File: config.mk
export PLATFORM = sky130hd
export DESIGN_NAME = pwmcalc_front
export DESIGN_NICKNAME = d
export VERILOG_FILES = /design/src/rtl/core/pwmcalc_pkg.sv /design/src/rtl/core/pwmcalc_front.sv
export SDC_FILE = /design/constraint.sdc
export NUM_CORES = 1
export LEC_CHECK = 0
export BUFFER_PORTS_ARGS = -buffer_cell sky130_fd_sc_hd__buf_2
export CORE_UTILIZATION = 40
export DETAILED_ROUTE_END_ITERATION = 6
export SKIP_CTS_REPAIR_TIMING = 1
export SYNTH_ARGS = -nofsm -noshare
export SYNTH_HDL_FRONTEND = slang
export SYNTH_SLANG_ARGS = --single-unit
export TNS_END_PERCENT = 30
File: constraint.sdc
create_clock -name aclk -period 4.3 [get_ports aclk]
set_clock_uncertainty 0.05 [all_clocks]
set_input_delay 0.645 -clock aclk [delete_from_list [all_inputs] [get_ports aclk]]
set_output_delay 0.645 -clock aclk [all_outputs]
set_load 0.03 [all_outputs]
File: src/rtl/core/pwmcalc_pkg.sv
package pwmcalc_pkg;

    localparam int          PERIOD_STEPS     = 1024;
    localparam int          MAX_PRESCALE     = 63;
    localparam logic [31:0] CLOCK_RESET      = 32'd13000000;
    localparam logic [29:0] NS_PER_SECOND    = 30'd1000000000;
    localparam logic [10:0] DUTY_SAT         = 11'd1024;

    localparam logic [1:0] ST_OK       = 2'd0;
    localparam logic [1:0] ST_PRESCALE = 2'd1;
    localparam logic [1:0] ST_ZERO     = 2'd2;

    // Request as it travels from front to back
    typedef struct packed {
        logic        channel;
        logic [30:0] period;
        logic [30:0] duty;
    } pwmc_req_t;

    // Result fields
    typedef struct packed {
        logic        full_duty;
        logic [10:0] duty_value;
        logic [9:0]  period_value;
        logic [5:0]  prescale_value;
        logic [1:0]  status;
        logic        channel_out;
    } pwmc_res_t;

endpackage

File: src/rtl/core/pwmcalc_front.sv
// Accept requests into a short queue; pop feeds the back pipeline.
module pwmcalc_front
    import pwmcalc_pkg::*;
(
    input  logic      aclk,
    input  logic      aresetn,
    input  logic      in_valid,
    output logic      in_ready,
    input  pwmc_req_t in_req,
    output logic      q_valid,
    input  logic      q_ready,
    output pwmc_req_t q_req
);

    localparam int DEPTH = 2;

    pwmc_req_t  mem_reg [DEPTH];
    logic       wp_reg, wp_next, rp_reg, rp_next;
    logic [1:0] cnt_reg, cnt_next;
    logic       push, pop;

    assign in_ready = (cnt_reg != 2'(DEPTH));
    assign q_valid  = (cnt_reg != 2'd0);
    assign q_req    = mem_reg[rp_reg];
    assign push     = in_valid && in_ready;
    assign pop      = q_valid && q_ready;

    // Advance pointers and fill count
    always_comb begin
        wp_next  = push ? ~wp_reg : wp_reg;
        rp_next  = pop ? ~rp_reg : rp_reg;
        cnt_next = cnt_reg + 2'(push) - 2'(pop);
    end

    always_ff @(posedge aclk) begin
        if (!aresetn) begin
            wp_reg  <= 1'b0;
            rp_reg  <= 1'b0;
            cnt_reg <= 2'd0;
        end else begin
            wp_reg  <= wp_next;
            rp_reg  <= rp_next;
            cnt_reg <= cnt_next;
        end
    end

    always_ff @(posedge aclk) begin
        if (push) begin
            mem_reg[wp_reg] <= in_req;
        end
    end

endmodule

==> run_results.csv <==
group,metric,value,unit
status,status,"completed",
clock_network,clockBufferDepth,2,
clock_network,cts_tree,"built",
yosys,synth_top_area_share,74.4,%
worst_setup_path,r2r_slack,2.13,ns
timing,relSlewSlack,39.9,%
cells_and_area,post-route-cell-area,6340,µm²
timing,min_period,2.77,ns
drt,vias_per_cell,4.50,
drt,num_vias,2463,
drt,wl_per_cell,15.4,µm
power_and_ir_drop,p_per_area,640,nW/µm²
floorplanning,die_h,115,µm
worst_setup_path,endpoint_kind,"primary output",
global_route,grt_pass1_vias,2526,
worst_setup_path,r2r_end,"mem_reg[0][42]$_DFFE_PP_",
timing,finalSetupViolCount,0,
global_route,antenna_found_initial,0,
cells_and_area,largest_register_ffs,126,
yosys,synth_common_cells,"126 x edfxtp_1, 60 x mux2_4, 6 x buf_12",
worst_setup_path,critPathCapture,"q_req[21]",
cells_and_area,nets,435,
yosys,synth_warnings,0,
worst_setup_path,cp_cell_sequence,"buf_4, mux2_4, buf_2",
timing,slew_violations,0,
worst_setup_path,critPathLaunchType,"flop",
clock_network,clock_sinks,131,
floorplanning,start_util,41.6,%
yosys,syn_nets,289,
cells_and_area,final_core_util,52.0,%
min_path,min_path_type,"input port to flop",
cells_and_area,n_antenna_cell,0,
drt,routed_wirelength,8.40,mm
worst_setup_path,ff2ff_path_depth,4,
worst_setup_path,critPathRequiredTime,3.61,ns
cells_and_area,area.growth.synth_to_final,24.8,%
clock_network,root_buffer,"clkbuf_16",
placement,hpwl,5.28,mm
placement,place_congestion,0.656,
yosys,yosys-top-cells-area,"edfxtp_1 74%, mux2_4 18%, buf_12 2.4%",
worst_setup_path,cp.depth,3,
timing,holdWs,0.373,ns
yosys,synth_area_leader_cell,"edfxtp_1",
floorplanning,die_area,13200,µm²
worst_setup_path,path_delay_family,"flip-flops",
yosys,synth.avg_cell_area,23.1,µm²
yosys,synth_enable_flop_cells,126,
worst_setup_path,regToRegStartpoint,"cnt_reg[0]$_SDFF_PN0_",
worst_setup_path,arrival,2.08,ns
timing,period_share,64.5,%
drt,drt_iter0_drc,123,
power_and_ir_drop,p_leak,2.50,nW
placement,placed_area,5860,µm²
clock_network,clk_pin_slew_worst_paths,0.05,ns
global_route,grt_max_degree,64,
global_route,grt_use_total,13.6,%
yosys,ys.flop_type,"edfxtp_1",
yosys,syn_inst,220,
clock_network,htreeDepth,4,
yosys,ys_ff_latch,131,
worst_setup_path,crit_fanout,30,
worst_setup_path,cp_slowest_stage_delay,0.71,ns
worst_setup_path,crit_buf_inv,2,
floorplanning,die_w,115,µm
worst_setup_path,crit_slowest_cell,"dfxtp_4",
clock_network,clkLatencyLatePin,0.41,ns
global_route,grt_pass1_wl,12.6,mm
timing,hold_viol_final,0,
yosys,synth_cell_types,18,
floorplanning,coreArea,12200,µm²
worst_setup_path,worstSetupPathType,"flop to primary output",
yosys,async_reset_ff_share,0,%
yosys,syn_area,5080,µm²
yosys,yosysMostFrequentCell,"edfxtp_1",
run,drv_cap,0,
placement,port-buffer-count,131,
power_and_ir_drop,peakVddDrop,0.000294,V
timing,tightest_slew,0.901,ns
floorplanning,fp-row-count,40,
yosys,synth-seq-area-share,76.4,%
timing,tns,0,ns
drt,drc,0,
global_route,gr-total-overflow,0,
drt,postRouteAntennaNets,0,
drt,drtPass1Iterations,4,
clock_network,numCtsBuffers,17,
floorplanning,ios,132,
timing,fmax,360,MHz
cells_and_area,drive_above_1_share,58.8,%
timing,rsz0062_at_grt,"false",
==> layout by cell type (no fill, tap or decap), drive strengths merged <==
| cell | Yosys | routed |
|---|---|---|
| nand2 | 2 | 2 |
| mux2 | 63 | 63 |
| xnor2 | 3 | 3 |
| dfxtp | 5 | 5 |
| and2 | 2 | 2 |
| or2 | 1 | 1 |
| and3 | 1 | 1 |
| nand2b | 2 | 2 |
| ha | 2 | 2 |
| nor2b | 2 | 2 |
| clkinv | 0 | 9 |
| edfxtp | 126 | 126 |
| inv | 1 | 1 |
| clkbuf | 0 | 23 |
| nor2 | 1 | 1 |
| mux2i | 1 | 1 |
| buf | 7 | 134 |
| o21a | 1 | 1 |
==> metrics by stage <==
stage	setup WS, ns	power, mW	std cells
after detailed placement	1.90	2.92	515
after floorplan	0.282	2.70	220
after global placement	1.92	2.90	515
after CTS	1.46	4.12	547
after global routing	1.40	4.24	547
final	1.53	4.06	547
==> worst reg2reg max path, delay by kind of cell, from the launching register on <==
| kind | cells | cell delay [ns] |
|---|---|---|
| buf+inv | 1 | 0.64 |
| simple gates | 3 | 0.69 |
| flops | 1 | 0.36 |
==> power by group <==
part | leakage, nW | switching [mW] | internal, mW
logic | 1.04 | 0.685 | 0.479
registers | 1.22 | 0.0964 | 1.61
clock network | 0.242 | 0.470 | 0.720
total | 2.50 | 1.25 | 2.81
==> worst min-delay path by stage <==
stage                        startpoint                       end  slack [ns]  cells past startpoint
finish                        in_req[2]   mem_reg[1][2]$_DFFE_PP_        0.37                      1
global route                 in_req[48]  mem_reg[0][48]$_DFFE_PP_        0.35                      1
CTS                           in_req[2]   mem_reg[1][2]$_DFFE_PP_        0.35                      1
detailed placement  wp_reg$_SDFFE_PN0N_       wp_reg$_SDFFE_PN0N_        0.47                      2
global placement    wp_reg$_SDFFE_PN0N_       wp_reg$_SDFFE_PN0N_        0.45                      2
floorplan           wp_reg$_SDFFE_PN0N_       wp_reg$_SDFFE_PN0N_        0.40                      2
==> layer usage <==
| layer | global-route usage, % | vias up | routed length, µm |
|---|---|---|---|
| met4 | 8.05 | 0 | 138 |
| met3 | 5.80 | 12 | 572 |
| li1 | - | 1163 | - |
| met2 | 21.9 | 85 | 4220 |
| met1 | 15.3 | 1203 | 3470 |
| met5 | 0 | - | 0 |
==> final cells by class <==
| class | instances | area [µm²] |
|---|---|---|
| fill | 1046 | 5870 |
| inverter | 1 | 3.75 |
| sequential | 131 | 3890 |
| timing repair buffer | 134 | 678 |
| clock buffer | 23 | 448 |
| clock inverter | 9 | 40.0 |
| multi-input combinational | 81 | 1080 |
| tap | 168 | 210 |
==> logic make-up after synthesis <==
kind of cell               after synthesis  synth area share, %
AOI/OAI and AO/OA                        1                0.148
muxes                                   64                 18.6
buffers and inverters                    8                 2.66
DFF                                    131                 76.4
adders and majority gates                2                0.492
and+or+nand+nor                         11                 1.21
xor gates and xnor gates                 3                0.517
(Power assumes the default switching activity.)
